[config.mk]
export PLATFORM = sky130hd
export DESIGN_NAME = turn_signal_flasher_fsm
export DESIGN_NICKNAME = d
export VERILOG_FILES = /design/src/rtl/tsf_pkg.sv /design/src/rtl/turn_signal_flasher_fsm.sv /design/src/rtl/tsf_rem.sv /design/src/rtl/tsf_ctrl.sv /design/src/rtl/tsf_dp.sv
export SDC_FILE = /design/constraint.sdc
export NUM_CORES = 1
export LEC_CHECK = 0
export BUFFER_PORTS_ARGS = -buffer_cell sky130_fd_sc_hd__buf_2
export CORE_UTILIZATION = 55
export DETAILED_ROUTE_END_ITERATION = 7
export PLACE_DENSITY = 0.73
export SLEW_MARGIN = 20
export SYNTH_ARGS = -nofsm -noshare
export SYNTH_HDL_FRONTEND = slang
export SYNTH_SLANG_ARGS = --single-unit
export TNS_END_PERCENT = 100
[constraint.sdc]
create_clock -name clock -period 14.2 [get_ports clock]
set_input_delay 2.84 -clock clock [delete_from_list [all_inputs] [get_ports clock]]
set_output_delay 2.84 -clock clock [all_outputs]
set_load 0.03 [all_outputs]
[src/rtl/tsf_pkg.sv]
// Shared types and constants for the turn signal flasher.
// Used by the controller, datapath, remainder unit and top level.
package tsf_pkg;

   // Lamp mode held between beats
   typedef enum logic [1:0] {
      MODE_OFF    = 2'd0,
      MODE_LEFT   = 2'd1,
      MODE_RIGHT  = 2'd2,
      MODE_HAZARD = 2'd3
   } mode_type;

   // Button event codes
   localparam logic [1:0] BTN_NONE  = 2'd0;
   localparam logic [1:0] BTN_LEFT  = 2'd1;
   localparam logic [1:0] BTN_RIGHT = 2'd2;
   localparam logic [1:0] BTN_LONG  = 2'd3;

   // Register indexes on the csr port
   localparam logic [1:0] CSR_AUTO_OFF = 2'd0;
   localparam logic [1:0] CSR_PERIOD   = 2'd1;
   localparam logic [1:0] CSR_DUTY     = 2'd2;

   // Register reset values
   localparam logic [31:0] AUTO_OFF_RESET = 32'd60000;
   localparam logic [15:0] PERIOD_RESET   = 16'd667;
   localparam logic [6:0]  DUTY_RESET     = 7'd50;

   // Field widths
   localparam int TIME_W   = 32;
   localparam int PERIOD_W = 16;
   localparam int DUTY_W   = 7;
   localparam int PROD_W   = PERIOD_W + DUTY_W;

   // One remainder bit per step over the whole timestamp
   localparam int DIV_STEPS = TIME_W;
   localparam int CNT_W     = $clog2(DIV_STEPS);

   // Controller states
   typedef enum logic [1:0] {
      ST_IDLE,
      ST_BUSY,
      ST_FINISH
   } ctrl_state_type;

   // Commands from controller to datapath
   typedef struct packed {
      logic load;   // take the beat, update mode, seed the remainder
      logic step;   // one remainder iteration
      logic emit;   // write the lamp result register
   } dp_cmd_type;

endpackage

[src/rtl/turn_signal_flasher_fsm.sv]
// Turn signal flasher: each request beat carries a button event and a
// millisecond timestamp, and yields one response beat with the left and
// right lamp drive. The mode (off, left, right, hazard) is updated on the
// cycle the beat is taken; the blink phase needs time_ms modulo the blink
// period, found by a restoring remainder unit at one bit per cycle.
// A beat passes from acceptance to response through a load, 32 remainder
// steps and a result register write that waits for a free response slot.
// A new request is taken while the previous response still waits.
// Depends on tsf_pkg, tsf_ctrl, tsf_dp, tsf_rem.
module turn_signal_flasher_fsm
   import tsf_pkg::*;
(
   input  logic        clock,
   input  logic        reset,
   input  logic        req_tvalid,
   output logic        req_tready,
   input  logic [39:0] req_tdata,   // [1:0] button, [33:2] time_ms, rest zero
   output logic        rsp_tvalid,
   input  logic        rsp_tready,
   output logic [7:0]  rsp_tdata,   // [0] left_lamp, [1] right_lamp, rest zero
   input  logic        csr_we,
   input  logic [1:0]  csr_addr,
   input  logic [31:0] csr_wdata
);

   dp_cmd_type cmd;
   logic       left_lamp;
   logic       right_lamp;

   tsf_ctrl u_ctrl (
      .clock      (clock),
      .reset      (reset),
      .req_tvalid (req_tvalid),
      .req_tready (req_tready),
      .rsp_tvalid (rsp_tvalid),
      .rsp_tready (rsp_tready),
      .cmd        (cmd)
   );

   tsf_dp u_dp (
      .clock      (clock),
      .reset      (reset),
      .cmd        (cmd),
      .button     (req_tdata[1:0]),
      .time_ms    (req_tdata[TIME_W+1:2]),
      .csr_we     (csr_we),
      .csr_addr   (csr_addr),
      .csr_wdata  (csr_wdata),
      .left_lamp  (left_lamp),
      .right_lamp (right_lamp)
   );

   assign rsp_tdata = {6'b0, right_lamp, left_lamp};

endmodule

[src/rtl/tsf_rem.sv]
// Iterative remainder unit: time_ms mod blink period, one bit per step.
// Depends on tsf_pkg for widths.
module tsf_rem
   import tsf_pkg::*;
(
   input  logic                clock,
   input  logic                load,
   input  logic                step,
   input  logic [TIME_W-1:0]   dividend,
   input  logic [PERIOD_W-1:0] divisor,
   output logic [PERIOD_W-1:0] remainder
);

   logic [TIME_W-1:0]   quo_ff, quo_in;
   logic [PERIOD_W-1:0] rem_ff, rem_in;
   logic [PERIOD_W:0]   trial;
   logic [PERIOD_W:0]   diff;

   // Shift in the next dividend bit and subtract where it fits
   always_comb begin
      trial  = {rem_ff, quo_ff[TIME_W-1]};
      diff   = trial - {1'b0, divisor};
      quo_in = quo_ff;
      rem_in = rem_ff;
      if (load) begin
         quo_in = dividend;
         rem_in = '0;
      end else if (step) begin
         quo_in = {quo_ff[TIME_W-2:0], 1'b0};
         if (trial >= {1'b0, divisor}) begin
            rem_in = diff[PERIOD_W-1:0];
         end else begin
            rem_in = trial[PERIOD_W-1:0];
         end
      end
   end

   always_ff @(posedge clock) begin
      quo_ff <= quo_in;
      rem_ff <= rem_in;
   end

   assign remainder = rem_ff;

endmodule

[src/rtl/tsf_ctrl.sv]
// Controller for the turn signal flasher: sequences load, remainder steps
// and result write, and owns both handshakes. Depends on tsf_pkg.
module tsf_ctrl
   import tsf_pkg::*;
(
   input  logic       clock,
   input  logic       reset,
   input  logic       req_tvalid,
   output logic       req_tready,
   output logic       rsp_tvalid,
   input  logic       rsp_tready,
   output dp_cmd_type cmd
);

   ctrl_state_type state_ff, state_in;
   logic [CNT_W-1:0] cnt_ff, cnt_in;
   logic             valid_ff, valid_in;
   logic             out_free;
   logic             last_step;

   assign out_free  = !valid_ff || rsp_tready;
   assign last_step = (cnt_ff == CNT_W'(DIV_STEPS - 1));

   // Next state
   always_comb begin
      state_in = state_ff;
      case (state_ff)
         ST_IDLE: begin
            if (req_tvalid) begin
               state_in = ST_BUSY;
            end
         end
         ST_BUSY: begin
            if (last_step) begin
               state_in = ST_FINISH;
            end
         end
         ST_FINISH: begin
            if (out_free) begin
               state_in = ST_IDLE;
            end
         end
         default: state_in = ST_IDLE;
      endcase
   end

   // Outputs
   always_comb begin
      req_tready = 1'b0;
      cmd        = '0;
      case (state_ff)
         ST_IDLE: begin
            req_tready = 1'b1;
            cmd.load   = req_tvalid;
         end
         ST_BUSY: begin
            cmd.step = 1'b1;
         end
         ST_FINISH: begin
            cmd.emit = out_free;
         end
         default: ;
      endcase
   end

   // Step counter and result valid
   always_comb begin
      cnt_in = cnt_ff;
      if (cmd.load) begin
         cnt_in = '0;
      end else if (cmd.step) begin
         cnt_in = cnt_ff + CNT_W'(1);
      end
      valid_in = valid_ff;
      if (cmd.emit) begin
         valid_in = 1'b1;
      end else if (rsp_tready) begin
         valid_in = 1'b0;
      end
   end

   always_ff @(posedge clock) begin
      if (reset) begin
         state_ff <= ST_IDLE;
         cnt_ff   <= '0;
         valid_ff <= 1'b0;
      end else begin
         state_ff <= state_in;
         cnt_ff   <= cnt_in;
         valid_ff <= valid_in;
      end
   end

   assign rsp_tvalid = valid_ff;

endmodule

[src/rtl/tsf_dp.sv]
// Datapath for the turn signal flasher: config registers, mode and start
// time, blink phase compare and result register. Depends on tsf_pkg, tsf_rem.
module tsf_dp
   import tsf_pkg::*;
(
   input  logic                clock,
   input  logic                reset,
   input  dp_cmd_type          cmd,
   input  logic [1:0]          button,
   input  logic [TIME_W-1:0]   time_ms,
   input  logic                csr_we,
   input  logic [1:0]          csr_addr,
   input  logic [31:0]         csr_wdata,
   output logic                left_lamp,
   output logic                right_lamp
);

   logic [31:0]         auto_off_ff, auto_off_in;
   logic [PERIOD_W-1:0] period_ff, period_in;
   logic [DUTY_W-1:0]   duty_ff, duty_in;
   mode_type            mode_ff, mode_in;
   logic [TIME_W-1:0]   start_ff, start_in;
   logic [PROD_W-1:0]   prod_ff, prod_in;
   logic                left_ff, left_in;
   logic                right_ff, right_in;
   logic [TIME_W-1:0]   elapsed;
   logic [PERIOD_W-1:0] phase;
   logic [PERIOD_W:0]   phase_inc;
   logic [PROD_W:0]     phase_x100;
   logic                lit;

   tsf_rem u_rem (
      .clock     (clock),
      .load      (cmd.load),
      .step      (cmd.step),
      .dividend  (time_ms),
      .divisor   (period_ff),
      .remainder (phase)
   );

   // Config writes
   always_comb begin
      auto_off_in = auto_off_ff;
      period_in   = period_ff;
      duty_in     = duty_ff;
      if (csr_we) begin
         case (csr_addr)
            CSR_AUTO_OFF: auto_off_in = csr_wdata;
            CSR_PERIOD:   period_in   = csr_wdata[PERIOD_W-1:0];
            CSR_DUTY:     duty_in     = csr_wdata[DUTY_W-1:0];
            default: ;
         endcase
      end
   end

   // Mode transition on the accepted beat
   assign elapsed = time_ms - start_ff;

   always_comb begin
      mode_in  = mode_ff;
      start_in = start_ff;
      if (cmd.load) begin
         case (mode_ff)
            MODE_OFF: begin
               if (button == BTN_LEFT) begin
                  mode_in  = MODE_LEFT;
                  start_in = time_ms;
               end else if (button == BTN_RIGHT) begin
                  mode_in  = MODE_RIGHT;
                  start_in = time_ms;
               end else if (button == BTN_LONG) begin
                  mode_in = MODE_HAZARD;
               end
            end
            MODE_LEFT, MODE_RIGHT: begin
               if (button == BTN_LONG) begin
                  mode_in = MODE_HAZARD;
               end else if (button == BTN_NONE) begin
                  if (elapsed >= auto_off_ff) begin
                     mode_in = MODE_OFF;
                  end
               end else if ((button == BTN_LEFT) == (mode_ff == MODE_LEFT)) begin
                  // same side pressed again
                  mode_in = MODE_OFF;
               end else begin
                  // other side: swap and restart the timer
                  mode_in  = (mode_ff == MODE_LEFT) ? MODE_RIGHT : MODE_LEFT;
                  start_in = time_ms;
               end
            end
            default: begin
               if (button == BTN_LEFT || button == BTN_RIGHT) begin
                  mode_in = MODE_OFF;
               end
            end
         endcase
      end
   end

   // Lit span times one hundred; held over the remainder steps
   assign prod_in = cmd.load ? (PROD_W'(period_ff) * PROD_W'(duty_ff)) : prod_ff;

   // phase < floor(P*D/100) holds exactly when 100*(phase+1) <= P*D
   assign phase_inc  = {1'b0, phase} + (PERIOD_W+1)'(1);
   assign phase_x100 = ((PROD_W+1)'(phase_inc) << 6) + ((PROD_W+1)'(phase_inc) << 5)
                     + ((PROD_W+1)'(phase_inc) << 2);
   assign lit = (period_ff != '0) && (phase_x100 <= {1'b0, prod_ff});

   // Result register, written once the remainder is settled
   always_comb begin
      left_in  = left_ff;
      right_in = right_ff;
      if (cmd.emit) begin
         left_in  = lit && (mode_ff == MODE_LEFT  || mode_ff == MODE_HAZARD);
         right_in = lit && (mode_ff == MODE_RIGHT || mode_ff == MODE_HAZARD);
      end
   end

   always_ff @(posedge clock) begin
      if (reset) begin
         auto_off_ff <= AUTO_OFF_RESET;
         period_ff   <= PERIOD_RESET;
         duty_ff     <= DUTY_RESET;
         mode_ff     <= MODE_OFF;
         start_ff    <= '0;
      end else begin
         auto_off_ff <= auto_off_in;
         period_ff   <= period_in;
         duty_ff     <= duty_in;
         mode_ff     <= mode_in;
         start_ff    <= start_in;
      end
   end

   always_ff @(posedge clock) begin
      prod_ff  <= prod_in;
      left_ff  <= left_in;
      right_ff <= right_in;
   end

   assign left_lamp  = left_ff;
   assign right_lamp = right_ff;

endmodule

======== Word level (Yosys, flattened, before mapping) ========
Cells that the tools add are included.
W data, S select, Z words.
cells by class
  add/sub/neg operators ................... 6
  $mul .................................... 1
  $lt $le $gt $ge ......................... 3
  equality and inequality tests ........... 21
  mux-type cells .......................... 29
  reduce and logical (&&, ||, !) cells .... 25
operators with widths
  cell                     count
  $mux W32                 7
  $pmux W32 S2             1
  $ge A32 B32 Y1           1
  $sub A32 B32 Y32         1
  $add A23 B22 Y24         1
  $add A24 B19 Y24         1
  $le A24 B23 Y1           1
  $mux W2                  12
  $mul A16 B7 Y23          1
  $add A16 B1 Y17 const B  1
  $ge A17 B16 Y1           1
  $mux W16                 1
  $reduce_bool A16 Y1      1
  $sub A16 B16 Y16         1
  $eq A2 B2 Y1 const B     6
  $eq A2 B1 Y1 const B     4
  $logic_not A2 Y1         4
  $ne A2 B2 Y1 const B     4
  $mux W1                  6
  $pmux W2 S3              1
  $reduce_and A2 Y1        3
  $reduce_and A6 Y1        1
  $reduce_bool A2 Y1       3
  $add A5 B1 Y5 const B    1
  other kinds (14)         21
word-level totals
  bits in registers ....................... 170
  bits of input ports ..................... 79
  output and inout bits ................... 10
  logic and storage cells ................. 98

======== Logic depth before layout (Yosys ltp) ========
Gate-level depths: netlist of the first run.
  word-level depth ........................ 6
  depth in mapped cells ................... 26
  mapped depth without buffers ............ 25

======== Cells and area by module ========
A second synthesis of the first run with hierarchy kept.
unflattened totals
  cells, all modules ...................... 1761
  area, all modules ....................... 15313.4 sq um
by module, submodules not included
  module                   instances  cells each  area each (sq um)  sequential area each (sq um)
  tsf_dp                   1          1421        11837.6            2532.4
  tsf_rem                  1          289         3031.7             1281.2
  tsf_ctrl                 1          42          380.4              160.2
  turn_signal_flasher_fsm  1          9           63.8               0.0

======== Worst setup path before layout of the first run ========
No wires, ideal clock.
  path kind ............................... input -> register
  start point ............................. in req_tdata[2]
  end point ............................... reg u_dp.mode_ff[0]
  library setup time ...................... 0.132 ns
  data arrival time ....................... 6.027 ns
  required time ........................... 14.068 ns
  slack ................................... 8.041 ns
  stages .................................. 21
  buffers on the path ..................... 0
  cells stage by stage .................... inv_1 > ha_1 > inv_1 > fa_1 > a211oi_1 > nor3_1 > o21ai_0 > a21oi_2 > a31o_2 > o21a_1 > nor2_1 > xnor2_1 > ha_1 > nand2_1 > nor2_1 > and3_1 > a21oi_1 > nand4_1 > o211a_1 > o21ai_0 > a21oi_1
between the ends
  cells in the longest elaborated chain, start to end .. 4
ends and longest elaborated chain
  what                         RTL line                       source
  start, declared              turn_signal_flasher_fsm.sv:17  input logic [39:0] req_tdata,
  $sub A32 B32 Y32             tsf_dp.sv:57                   assign elapsed = time_ms - start_ff;
  $ge A32 B32 Y1               tsf_dp.sv:79                   if (elapsed >= auto_off_ff) begin
  $ne A4 B3 Y1 (no line)       -
  $reduce_and A4 Y1 (no line)  -
  end signal, assigned         tsf_dp.sv:130                  mode_ff <= mode_in;
  end, declared                tsf_dp.sv:21                   mode_type mode_ff, mode_in;
No other way between the ends.
A chain may end at the register's enable or synchronous reset.

======== Worst setup path after layout of the first run ========
  start point ............................. in req_tdata[2]
  end point ............................... reg u_dp.mode_ff[1]
Same word-level chain as after synthesis.

==> flow_results.xml, run 1 <==
<?xml version="1.0" encoding="UTF-8"?>
<metrics>
  <group name="worst_setup_path">
    <metric name="startpoint" unit="">req_tdata[2]</metric>
    <metric name="timing.critical_path.from_type" unit="">input port</metric>
    <metric name="critical_path.reg2reg.endpoint" unit="">u_dp.right_lamp</metric>
    <metric name="required_time_reported_for_the_critical_path_endpoint" unit="ns">14.47</metric>
    <metric name="timing_worst_setup_path_type" unit="">input port to flop</metric>
    <metric name="endpoint" unit="">u_dp.mode_ff[1]</metric>
    <metric name="timing.reg2reg.setup_slack" unit="ns">8.34</metric>
    <metric name="critPathBufInv" unit="">3</metric>
    <metric name="worst-path-max-fanout" unit="">5</metric>
    <metric name="worstPathArrival" unit="ns">6.97</metric>
    <metric name="critical_path.top_delay_family" unit="">compound AO/OA/AOI/OAI gates</metric>
    <metric name="slowest_stage" unit="">sky130_fd_sc_hd__fa_1</metric>
    <metric name="timing.critical_path.slowest_cell_delay" unit="ns">0.43</metric>
    <metric name="r2r_start" unit="">u_dp.u_rem.remainder[0]</metric>
    <metric name="cp-end-kind" unit="">flop</metric>
    <metric name="critical_path_depth" unit="">22</metric>
    <metric name="r2r.worst_path.cells" unit="">24</metric>
    <metric name="cp_cell_sequence" unit="">buf_2 &gt; inv_1 &gt; ha_1 &gt; inv_1 &gt; fa_1 &gt; a211oi_1 &gt; nor3_1 &gt; o21ai_0 &gt; a21oi_2 &gt; a31o_2 &gt; o21a_1 &gt; nor2_1 &gt; xnor2_1 &gt; ha_1 &gt; nand2_1 &gt; nor2_1 &gt; and3_1 &gt; o211ai_1 &gt; a21oi_1 &gt; o211ai_1 &gt; nand3_1 &gt; a21oi_1</metric>
  </group>
  <group name="cts">
    <metric name="clock_tree_from_tritoncts" unit="">built</metric>
    <metric name="cts_post_setup_buffers_inserted" unit="">0</metric>
    <metric name="clock_tree.root_cell" unit="">sky130_fd_sc_hd__clkbuf_16</metric>
    <metric name="cts_buffers" unit="">17</metric>
    <metric name="cts_hold_buf" unit="">0</metric>
    <metric name="worst_skew_late_latency" unit="ns">0.44</metric>
    <metric name="clock-sinks" unit="">170</metric>
    <metric name="clk_buf_depth" unit="">2</metric>
    <metric name="cts_resized" unit="">0</metric>
    <metric name="h-tree-depth" unit="">4</metric>
    <metric name="clk_transition_reported_paths" unit="ns">0.07</metric>
  </group>
  <group name="routing">
    <metric name="dr_total_vias" unit="">12705</metric>
    <metric name="detail-route-antenna-nets" unit="">0</metric>
    <metric name="first_iter_violations" unit="">850</metric>
    <metric name="wl_per_cell" unit="µm">16.4</metric>
    <metric name="drt_wl_total" unit="mm">36.4</metric>
    <metric name="vias_per_cell" unit="">5.72</metric>
    <metric name="dr.pass1.iters" unit="">5</metric>
    <metric name="remaining_drc_errors" unit="">0</metric>
  </group>
  <group name="finish">
    <metric name="fillCellCount" unit="">2398</metric>
    <metric name="drive_gt1_share" unit="%">7.55</metric>
    <metric name="finish.net_count" unit="">2206</metric>
    <metric name="syn_to_final_growth" unit="%">7.50</metric>
    <metric name="antenna_cells" unit="">0</metric>
    <metric name="non_filler_cells_in_the_finished_layout" unit="">2221</metric>
  </group>
  <group name="sta">
    <metric name="worst_margin_pin_slew" unit="ns">1.10</metric>
    <metric name="setup_violations" unit="">0</metric>
    <metric name="maxSlewViolCount" unit="">0</metric>
    <metric name="setup-tns-final" unit="ns">0</metric>
    <metric name="max_freq" unit="MHz">149</metric>
    <metric name="hold_slack" unit="ns">0.456</metric>
    <metric name="maxSlewHeadroom" unit="%">26.7</metric>
    <metric name="final_min_period_over_clock_period" unit="%">47.2</metric>
    <metric name="rsz0062_at_grt" unit="">no</metric>
    <metric name="finalCriticalPeriod" unit="ns">6.70</metric>
    <metric name="final-hold-violation-count" unit="">0</metric>
    <metric name="fin_skew" unit="ns">0.0148</metric>
  </group>
  <group name="floorplan">
    <metric name="io_pins" unit="">89</metric>
    <metric name="initial_core_util" unit="%">56.2</metric>
    <metric name="area_of_the_die" unit="µm²">28300</metric>
    <metric name="core-area" unit="µm²">27000</metric>
    <metric name="placementRows" unit="">60</metric>
    <metric name="die_w" unit="µm">168</metric>
    <metric name="die_height" unit="µm">168</metric>
  </group>
  <group name="power_and_ir_drop">
    <metric name="power_per_cell_area" unit="nW/µm²">146</metric>
    <metric name="post-layout-total-power" unit="mW">2.38</metric>
    <metric name="peakVddDrop" unit="mV">0.0981</metric>
    <metric name="static_leakage" unit="nW">7.64</metric>
  </group>
  <group name="min_path">
    <metric name="min_delay_path_depth" unit="">2</metric>
    <metric name="holdCritPathClass" unit="">flop to flop</metric>
    <metric name="min_from" unit="">u_dp.auto_off_ff[17]</metric>
  </group>
  <group name="placed_design">
    <metric name="gpl.final_weighted_congestion" unit="">0.971</metric>
    <metric name="dpl.hpwl" unit="mm">27.6</metric>
    <metric name="placement.io_buffers" unit="">76</metric>
    <metric name="dp.cells" unit="">2189</metric>
  </group>
  <group name="run">
    <metric name="max_cap_viol_count" unit="">0</metric>
  </group>
  <group name="yosys">
    <metric name="seq_area_frac_synth" unit="%">26.2</metric>
    <metric name="ys.flop_type" unit="">sky130_fd_sc_hd__dfxtp_1</metric>
    <metric name="avgSynthCellArea" unit="µm²">8.26</metric>
    <metric name="synth-async-reset-ratio" unit="%">0</metric>
    <metric name="synth-seq-cells" unit="">170</metric>
    <metric name="synth_cell_type_count" unit="">79</metric>
    <metric name="yosys_warnings" unit="">0</metric>
    <metric name="synth_edf_count" unit="">57</metric>
    <metric name="synthesis.instances" unit="">1839</metric>
    <metric name="cell_area_synth" unit="µm²">15200</metric>
  </group>
  <group name="global_route">
    <metric name="grt_first_pass_wirelength" unit="mm">59.5</metric>
    <metric name="largest_net_degree_at_the_start_of_global_routing" unit="">98</metric>
    <metric name="track_usage" unit="%">26.2</metric>
    <metric name="grt_pass1_vias" unit="">12107</metric>
    <metric name="initial_antenna_violation_count" unit="">1</metric>
    <metric name="grt-ovfl-total" unit="">0</metric>
  </group>
  <group name="outcome">
    <metric name="status" unit="">finished, final reports clean</metric>
  </group>
</metrics>
cell usage in the layout, fill, tap and decap left out, drive strengths merged, types with 6 or more instances in the layout:
cell type / n
dfxtp: 113
and2: 42
ha: 186
nor2b: 19
a21oi: 150
mux2i: 18
fa: 74
clkbuf: 17
nor2: 82
nand2: 357
buf: 83
nand3: 19
a211oi: 9
and3: 9
nor4: 13
or3: 6
conb: 6
a21o: 49
xor2: 35
o21bai: 17
o211ai: 8
nand4: 18
nand2b: 9
xnor2: 65
nor3: 16
o21ai: 56
a31oi: 12
o21a: 15
a211o: 17
inv: 225
edfxtp: 57
synth_stat cells (16+ instances only):
| master | number | share of area, % |
|---|---|---|
| sky130_fd_sc_hd__clkbuf_1 | 66 | 1.6 |
| sky130_fd_sc_hd__nor2b_1 | 19 | 0.78 |
| sky130_fd_sc_hd__and2_1 | 42 | 1.7 |
| sky130_fd_sc_hd__nor3_1 | 16 | 0.53 |
| sky130_fd_sc_hd__nand3_1 | 19 | 0.63 |
| sky130_fd_sc_hd__inv_1 | 217 | 5.4 |
| sky130_fd_sc_hd__o21bai_1 | 17 | 0.84 |
| sky130_fd_sc_hd__nand2_1 | 357 | 8.8 |
| sky130_fd_sc_hd__ha_1 | 186 | 15 |
| sky130_fd_sc_hd__fa_1 | 74 | 9.8 |
| sky130_fd_sc_hd__nor2_1 | 82 | 2.0 |
| sky130_fd_sc_hd__xnor2_1 | 65 | 3.7 |
| sky130_fd_sc_hd__o21ai_0 | 53 | 1.7 |
| sky130_fd_sc_hd__mux2i_1 | 18 | 1.2 |
| sky130_fd_sc_hd__a211o_1 | 17 | 0.98 |
| sky130_fd_sc_hd__a21oi_1 | 147 | 4.8 |
| sky130_fd_sc_hd__nand4_1 | 18 | 0.74 |
| sky130_fd_sc_hd__edfxtp_1 | 57 | 11 |
| sky130_fd_sc_hd__xor2_1 | 35 | 2.0 |
| sky130_fd_sc_hd__a21o_1 | 48 | 2.4 |
| sky130_fd_sc_hd__dfxtp_1 | 113 | 15 |
routing by layer:
layer / wire length [µm] / global-route usage (%)
met3: 1950 / 3.34
met2: 16600 / 42.4
met1: 17200 / 36.9
met5: 9 / 0
met4: 609 / 6.64
flip-flops by register name (all words and copies together), names as in the netlist, 2 cells and up:
register / cells
u_dp.period_ff: 16
u_dp.u_rem.quo_ff: 32
u_dp.auto_off_ff: 32
u_ctrl.cnt_ff: 5
u_ctrl.state_ff: 2
u_dp.prod_ff: 23
u_dp.duty_ff: 7
u_dp.mode_ff: 2
u_dp.start_ff: 32
u_dp.u_rem.remainder: 16
worst register-to-register path: cells and delay by family, from the launching register on:
family	cells	cell delay (ns)
adder cells (fa/ha/maj)	4	1.19
buffers and inverters	2	0.19
AND/OR/NAND/NOR	4	1.14
flip-flops	1	0.53
XOR/XNOR	2	0.45
AO/OA/AOI/OAI	12	2.12
power breakdown:
part           switching (mW)  total, mW  internal (mW)
clock network           0.222      0.471          0.250
logic                   0.716       1.27          0.556
registers              0.0625      0.642          0.579
total                    1.00       2.38           1.38
cell type report:
cell class                      instances  area, µm²  share of cell area (%)
Multi-Input combinational cell       1378      10100                    61.8
Tap cell                              341        427                    2.61
Clock inverter                         15        159                   0.974
Inverter                              217        815                    4.99
Timing Repair Buffer                   83        435                    2.67
Sequential cell                       170       3970                    24.3
Clock buffer                           17        425                    2.61
worst min-delay path by stage:
stage | slack (ns) | end
CTS | 0.46 | u_dp.auto_off_ff[26]
global placement | 0.44 | u_dp.start_ff[8]
global route | 0.47 | u_dp.start_ff[11]
detailed placement | 0.45 | u_dp.auto_off_ff[26]
finish | 0.46 | u_dp.auto_off_ff[17]
floorplan | 0.44 | u_dp.auto_off_ff[10]
through the flow:
stage / cell area (µm²) / utilization, % / setup WS, ns
floorplan: 15200 / - / 8.04
global placement: 15700 / 58.2 / 7.29
detailed placement: 15700 / 58.2 / 7.20
CTS: 16300 / 60.4 / 7.52
global route: 16300 / 60.4 / 7.14
finish: 16300 / 60.4 / 7.50
cell families after synthesis:
family | Yosys count | synth area share [%]
AO/OA/AOI/OAI | 383 | 16.2
flip-flops | 170 | 26.2
multiplexers | 20 | 1.33
AND/OR/NAND/NOR | 609 | 17.8
other | 1 | 0.0247
buffers and inverters | 296 | 7.59
XOR/XNOR | 100 | 5.77
adder cells (fa/ha/maj) | 260 | 25.1
Power figures use the tool's default switching activity.
==> run 2, diff against run 1 <==
Clock period 14.2 ns to 6.9 ns, I/O delays scaled along.
==> run 2 against run 1 <==
Effect of this change:
- register-to-register slack got worse by 7.3 ns
- largest power group unchanged
- routed wire length fell by 0.50%
- worst setup slack got worse by 6.4 ns
- sequential cell count did not move
==> flow_results.xml, run 2 (synthesis results as in run 1) <==
<?xml version="1.0" encoding="UTF-8"?>
<metrics>
  <group name="sta">
    <metric name="final-hold-violation-count" unit="">0</metric>
    <metric name="fin_skew" unit="ns">0.0203</metric>
    <metric name="maxSlewViolCount" unit="">0</metric>
    <metric name="finalCriticalPeriod" unit="ns">5.82</metric>
    <metric name="setup_violations" unit="">0</metric>
    <metric name="maxSlewHeadroom" unit="%">32.1</metric>
    <metric name="rsz0062_at_grt" unit="">no</metric>
    <metric name="hold_slack" unit="ns">0.455</metric>
    <metric name="setup-tns-final" unit="ns">0</metric>
    <metric name="final_min_period_over_clock_period" unit="%">84.4</metric>
    <metric name="worst_margin_pin_slew" unit="ns">1.02</metric>
    <metric name="max_freq" unit="MHz">172</metric>
  </group>
  <group name="global_route">
    <metric name="largest_net_degree_at_the_start_of_global_routing" unit="">98</metric>
    <metric name="grt-ovfl-total" unit="">0</metric>
    <metric name="initial_antenna_violation_count" unit="">1</metric>
    <metric name="track_usage" unit="%">26.0</metric>
    <metric name="grt_first_pass_wirelength" unit="mm">59.1</metric>
    <metric name="grt_pass1_vias" unit="">12074</metric>
  </group>
  <group name="routing">
    <metric name="vias_per_cell" unit="">5.65</metric>
    <metric name="wl_per_cell" unit="µm">16.3</metric>
    <metric name="first_iter_violations" unit="">948</metric>
    <metric name="detail-route-antenna-nets" unit="">0</metric>
    <metric name="dr_total_vias" unit="">12556</metric>
    <metric name="dr.pass1.iters" unit="">5</metric>
    <metric name="remaining_drc_errors" unit="">0</metric>
    <metric name="drt_wl_total" unit="mm">36.2</metric>
  </group>
  <group name="worst_setup_path">
    <metric name="timing_worst_setup_path_type" unit="">flop to flop</metric>
    <metric name="timing.critical_path.slowest_cell_delay" unit="ns">0.54</metric>
    <metric name="required_time_reported_for_the_critical_path_endpoint" unit="ns">7.09</metric>
    <metric name="worstPathArrival" unit="ns">6.01</metric>
    <metric name="cp_cell_sequence" unit="">ha_1 &gt; inv_1 &gt; or2_2 &gt; xor2_1 &gt; inv_1 &gt; ha_1 &gt; a31oi_1 &gt; o31ai_1 &gt; ha_1 &gt; a21oi_1 &gt; nor2b_1 &gt; a311o_1 &gt; o21a_1 &gt; a22o_1 &gt; or2_1 &gt; a21oi_1 &gt; xnor2_1 &gt; ha_1 &gt; a21o_1 &gt; a21oi_1 &gt; o21ai_0 &gt; a21oi_1 &gt; a31oi_1 &gt; nor4_1</metric>
    <metric name="cp-end-kind" unit="">flop</metric>
    <metric name="worst-path-max-fanout" unit="">9</metric>
    <metric name="critical_path.top_delay_family" unit="">compound AO/OA/AOI/OAI gates</metric>
    <metric name="timing.critical_path.from_type" unit="">flop</metric>
    <metric name="critPathBufInv" unit="">2</metric>
    <metric name="slowest_stage" unit="">sky130_fd_sc_hd__dfxtp_1</metric>
  </group>
  <group name="floorplan">
    <metric name="io_pins" unit="">89</metric>
    <metric name="area_of_the_die" unit="µm²">28300</metric>
    <metric name="die_w" unit="µm">168</metric>
    <metric name="placementRows" unit="">60</metric>
    <metric name="initial_core_util" unit="%">56.2</metric>
    <metric name="core-area" unit="µm²">27000</metric>
    <metric name="die_height" unit="µm">168</metric>
  </group>
  <group name="min_path">
    <metric name="holdCritPathClass" unit="">flop to flop</metric>
  </group>
  <group name="placed_design">
    <metric name="dpl.hpwl" unit="mm">27.2</metric>
    <metric name="gpl.final_weighted_congestion" unit="">0.961</metric>
    <metric name="placement.io_buffers" unit="">76</metric>
  </group>
  <group name="finish">
    <metric name="drive_gt1_share" unit="%">7.66</metric>
    <metric name="layout.cells.most_common" unit="">sky130_fd_sc_hd__nand2_1</metric>
    <metric name="syn_to_final_growth" unit="%">7.53</metric>
    <metric name="antenna_cells" unit="">0</metric>
    <metric name="fillCellCount" unit="">2414</metric>
    <metric name="layout_common_cells" unit="">357 x sky130_fd_sc_hd__nand2_1, 216 x sky130_fd_sc_hd__inv_1, 186 x sky130_fd_sc_hd__ha_1, 147 x sky130_fd_sc_hd__a21oi_1, 113 x sky130_fd_sc_hd__dfxtp_1</metric>
    <metric name="layout_top_registers" unit="">u_dp.auto_off_ff x32, u_dp.start_ff x32, u_dp.u_rem.quo_ff x32</metric>
    <metric name="finish.net_count" unit="">2207</metric>
  </group>
  <group name="cts">
    <metric name="cts_hold_buf" unit="">0</metric>
    <metric name="cts_resized" unit="">0</metric>
    <metric name="clock_tree.root_cell" unit="">sky130_fd_sc_hd__clkbuf_16</metric>
    <metric name="cts_post_setup_buffers_inserted" unit="">0</metric>
    <metric name="clk_buf_depth" unit="">2</metric>
    <metric name="cts_buffers" unit="">17</metric>
    <metric name="worst_skew_late_latency" unit="ns">0.44</metric>
    <metric name="clk_transition_reported_paths" unit="ns">0.07</metric>
    <metric name="clock-sinks" unit="">170</metric>
    <metric name="h-tree-depth" unit="">4</metric>
    <metric name="clock_tree_from_tritoncts" unit="">built</metric>
  </group>
  <group name="power_and_ir_drop">
    <metric name="power_per_cell_area" unit="nW/µm²">301</metric>
    <metric name="static_leakage" unit="nW">7.64</metric>
    <metric name="peakVddDrop" unit="mV">0.195</metric>
  </group>
  <group name="run">
    <metric name="max_cap_viol_count" unit="">0</metric>
  </group>
  <group name="outcome">
    <metric name="status" unit="">finished, final reports clean</metric>
  </group>
</metrics>
[run 2: cell count changes in the layout (fill, tap and decap cells not counted), sizes merged]
| cell | change |
|---|---|
| clkinv | +3 |
| inv | -2 |
| buf | +1 |
| bufinv | -1 |
| clkbuf | +1 |
| clkinvlp | -1 |
[run 2: cell type report]
| class | count | area, µm² | share of cell area, % |
|---|---|---|---|
| multi-input cells | 1378 | 10100 | 61.8 |
| flip-flops and latches | 170 | 3970 | 24.3 |
| inverters | 217 | 815 | 4.99 |
| repair buffers | 84 | 443 | 2.71 |
| clock buffers | 18 | 429 | 2.63 |
| well taps | 341 | 427 | 2.61 |
| clock inverters | 14 | 153 | 0.935 |
[run 2: final timing paths]
kind,cells past startpoint,startpoint,end,slack (ns)
worst min register to register,2,u_dp.auto_off_ff[18],u_dp.auto_off_ff[18],0.45
worst max register to register,24,u_dp.u_rem.remainder[0],u_dp.right_lamp,1.08
worst min-delay path,2,u_dp.auto_off_ff[18],u_dp.auto_off_ff[18],0.45
worst max-delay path,24,u_dp.u_rem.remainder[0],u_dp.right_lamp,1.08
[run 2: per-stage QoR]
step	total power, mW	util, %	setup WS (ns)	area (µm²)	std cells
6_report	4.91	60.4	1.08	16300	2222
5_1_grt	5.31	60.4	0.633	16300	2222
4_1_cts	4.90	60.4	1.13	16300	2222
3_5_place_dp	3.92	58.3	1.19	15700	2190
3_3_place_gp	3.81	58.3	1.27	15700	2190
2_1_floorplan	3.34	-	1.98	15200	1844
[run 2: tightest hold or removal path, delay by kind of cell, from the launching register on]
kind,cells,cell delay [ns]
compound gates,1,0.05
simple gates,1,0.05
flops,1,0.31
[run 2: metal layers]
metal  wire length [µm]  GRT usage [%]  share of wire, %
met5                 11              0             0.030
met3               2000           3.22               5.5
met2              16200           41.1                45
met1              17100           36.7                47
met4                845           9.25               2.3
[run 2: where the power goes]
| part | switching (mW) | internal [mW] | total (mW) |
|---|---|---|---|
| clock | 0.478 | 0.484 | 0.963 |
| combinational | 1.48 | 1.15 | 2.63 |
| sequential | 0.129 | 1.19 | 1.32 |
==> run 3, diff against run 2 <==
Clock period 6.9 ns to 5.54 ns, I/O delays scaled along.
==> run 3 against run 2 <==
Effect of this change:
- sequential share of layout area fell by 0.38 points
- critical endpoint is now u_dp.left_lamp
- global-route usage up 0.19 points
- total power rose by 26%
- routed wire length rose by 0.77%
- worst hold slack improved by 0.00096 ns
- combinational power grew 30%
- register-to-register slack worse by 0.71 ns
- largest cell class unchanged
- count of clock-buffer cells in the layout stayed put
==> flow_results.xml, run 3 (synthesis results as in run 1) <==
<?xml version="1.0" encoding="UTF-8"?>
<metrics>
  <group name="sta">
    <metric name="worst_margin_pin_slew" unit="ns">1.01</metric>
    <metric name="setup-tns-final" unit="ns">0</metric>
    <metric name="maxSlewViolCount" unit="">0</metric>
    <metric name="setup_slack" unit="ns">0.364</metric>
    <metric name="fin_skew" unit="ns">0.0149</metric>
    <metric name="finalCriticalPeriod" unit="ns">5.18</metric>
    <metric name="final_min_period_over_clock_period" unit="%">93.4</metric>
    <metric name="max_freq" unit="MHz">193</metric>
    <metric name="setup_violations" unit="">0</metric>
    <metric name="hold_slack" unit="ns">0.456</metric>
    <metric name="final-hold-violation-count" unit="">0</metric>
    <metric name="maxSlewHeadroom" unit="%">32.5</metric>
  </group>
  <group name="worst_setup_path">
    <metric name="critPathBufInv" unit="">3</metric>
    <metric name="worst-path-max-fanout" unit="">6</metric>
    <metric name="required_time_reported_for_the_critical_path_endpoint" unit="ns">5.77</metric>
    <metric name="slowest_stage" unit="">sky130_fd_sc_hd__fa_1</metric>
    <metric name="timing_worst_setup_path_type" unit="">flop to flop</metric>
    <metric name="timing.critical_path.slowest_cell_delay" unit="ns">0.49</metric>
    <metric name="worstPathArrival" unit="ns">5.40</metric>
    <metric name="cp-end-kind" unit="">flop</metric>
    <metric name="cp_cell_sequence" unit="">ha_4 &gt; inv_1 &gt; or2_2 &gt; nor2_2 &gt; nand2_1 &gt; xor2_1 &gt; buf_4 &gt; fa_1 &gt; inv_1 &gt; ha_1 &gt; a21o_1 &gt; a21o_1 &gt; a22o_1 &gt; or2_1 &gt; a21oi_1 &gt; xnor2_1 &gt; ha_1 &gt; a21o_1 &gt; a21oi_1 &gt; o21ai_0 &gt; a21oi_1 &gt; a31oi_1 &gt; nor4_2</metric>
    <metric name="timing.critical_path.from_type" unit="">flop</metric>
    <metric name="critical_path.top_delay_family" unit="">compound AO/OA/AOI/OAI gates</metric>
  </group>
  <group name="global_route">
    <metric name="track_usage" unit="%">26.2</metric>
    <metric name="grt_first_pass_wirelength" unit="mm">59.6</metric>
    <metric name="largest_net_degree_at_the_start_of_global_routing" unit="">98</metric>
    <metric name="grt_pass1_vias" unit="">12161</metric>
    <metric name="grt-ovfl-total" unit="">0</metric>
    <metric name="initial_antenna_violation_count" unit="">1</metric>
  </group>
  <group name="cts">
    <metric name="clock_tree_from_tritoncts" unit="">built</metric>
    <metric name="clock_tree.root_cell" unit="">sky130_fd_sc_hd__clkbuf_16</metric>
    <metric name="h-tree-depth" unit="">4</metric>
    <metric name="clk_buf_depth" unit="">2</metric>
    <metric name="cts_buffers" unit="">17</metric>
    <metric name="cts_hold_buf" unit="">0</metric>
    <metric name="worst_skew_late_latency" unit="ns">0.44</metric>
    <metric name="clk_transition_reported_paths" unit="ns">0.07</metric>
    <metric name="clock-sinks" unit="">170</metric>
  </group>
  <group name="finish">
    <metric name="layout.cells.most_common" unit="">sky130_fd_sc_hd__nand2_1</metric>
    <metric name="syn_to_final_growth" unit="%">9.32</metric>
    <metric name="finish.net_count" unit="">2235</metric>
    <metric name="layout_common_cells" unit="">357 x sky130_fd_sc_hd__nand2_1, 216 x sky130_fd_sc_hd__inv_1, 185 x sky130_fd_sc_hd__ha_1, 147 x sky130_fd_sc_hd__a21oi_1, 112 x sky130_fd_sc_hd__dfxtp_1</metric>
    <metric name="drive_gt1_share" unit="%">9.48</metric>
    <metric name="fillCellCount" unit="">2345</metric>
    <metric name="layout_top_registers" unit="">u_dp.auto_off_ff x32, u_dp.start_ff x32, u_dp.u_rem.quo_ff x32</metric>
    <metric name="antenna_cells" unit="">0</metric>
  </group>
  <group name="placed_design">
    <metric name="place_worst_setup_slack" unit="ns">0.0425</metric>
    <metric name="gpl.final_weighted_congestion" unit="">0.943</metric>
    <metric name="placement.io_buffers" unit="">76</metric>
    <metric name="dpl.hpwl" unit="mm">27.9</metric>
  </group>
  <group name="routing">
    <metric name="vias_per_cell" unit="">5.63</metric>
    <metric name="wl_per_cell" unit="µm">16.2</metric>
    <metric name="dr_total_vias" unit="">12658</metric>
    <metric name="first_iter_violations" unit="">909</metric>
    <metric name="drt_wl_total" unit="mm">36.5</metric>
    <metric name="remaining_drc_errors" unit="">0</metric>
    <metric name="detail-route-antenna-nets" unit="">0</metric>
    <metric name="dr.pass1.iters" unit="">5</metric>
  </group>
  <group name="power_and_ir_drop">
    <metric name="peakVddDrop" unit="mV">0.220</metric>
    <metric name="power_per_cell_area" unit="nW/µm²">374</metric>
    <metric name="static_leakage" unit="nW">7.78</metric>
  </group>
  <group name="floorplan">
    <metric name="io_pins" unit="">89</metric>
    <metric name="die_w" unit="µm">168</metric>
    <metric name="die_height" unit="µm">168</metric>
    <metric name="placementRows" unit="">60</metric>
    <metric name="area_of_the_die" unit="µm²">28300</metric>
    <metric name="core-area" unit="µm²">27000</metric>
    <metric name="initial_core_util" unit="%">56.2</metric>
  </group>
  <group name="run">
    <metric name="max_cap_viol_count" unit="">0</metric>
  </group>
  <group name="outcome">
    <metric name="status" unit="">finished, final reports clean</metric>
  </group>
  <group name="min_path">
    <metric name="holdCritPathClass" unit="">flop to flop</metric>
  </group>
</metrics>
run 3: through the flow:
stage                     instance area (µm²)  total power, mW  utilization [%]  cells
final                                   16600             6.20             61.4   2250
after global routing                    16600             6.70             61.4   2250
after CTS                               16500             6.17             61.1   2248
after detailed placement                15900             4.94             59.0   2216
after global placement                  15900             4.83             59.0   2216
after floorplan                         15200             4.16                -   1844
run 3: layout make-up:
class,instances,area [µm²],area share [%]
clock inverter,14,155,0.935
inverter,217,815,4.91
tap,341,427,2.57
multi-input combinational,1378,10100,61.1
sequential,170,3980,24.0
timing repair buffer,112,653,3.93
clock buffer,18,429,2.59
run 3: worst min-delay path, stage by stage, from the launching register on:
cell	delay [ns]
sky130_fd_sc_hd__dfxtp_1	0.31
sky130_fd_sc_hd__nand2_1	0.05
sky130_fd_sc_hd__a21oi_1	0.05
run 3: layer usage:
layer,routed length (µm),vias up,track usage [%]
li1,-,6268,-
met1,17400,6014,37.8
met2,16500,332,41.3
met3,2070,42,3.29
met4,541,2,7.19
met5,11,-,0
run 3: path summary, 6_finish.rpt:
path                           start          endpoint  slack, ns  depth (start not counted)
max          u_dp.u_rem.remainder[0]    u_dp.left_lamp       0.36                         23
min                 u_dp.start_ff[6]  u_dp.start_ff[6]       0.46                          2
max reg2reg  u_dp.u_rem.remainder[0]    u_dp.left_lamp       0.36                         23
min reg2reg         u_dp.start_ff[6]  u_dp.start_ff[6]       0.46                          2
run 3: report_power, final:
part / internal (mW) / switching (mW)
Combinational: 1.49 / 1.92
Clock: 0.605 / 0.594
Sequential: 1.49 / 0.108
Total: 3.58 / 2.62
run 3: what timing repair did:
item	CTS	global route
buffers inserted	0	2
resized for setup	0	11
setup endpoints to repair	0	2
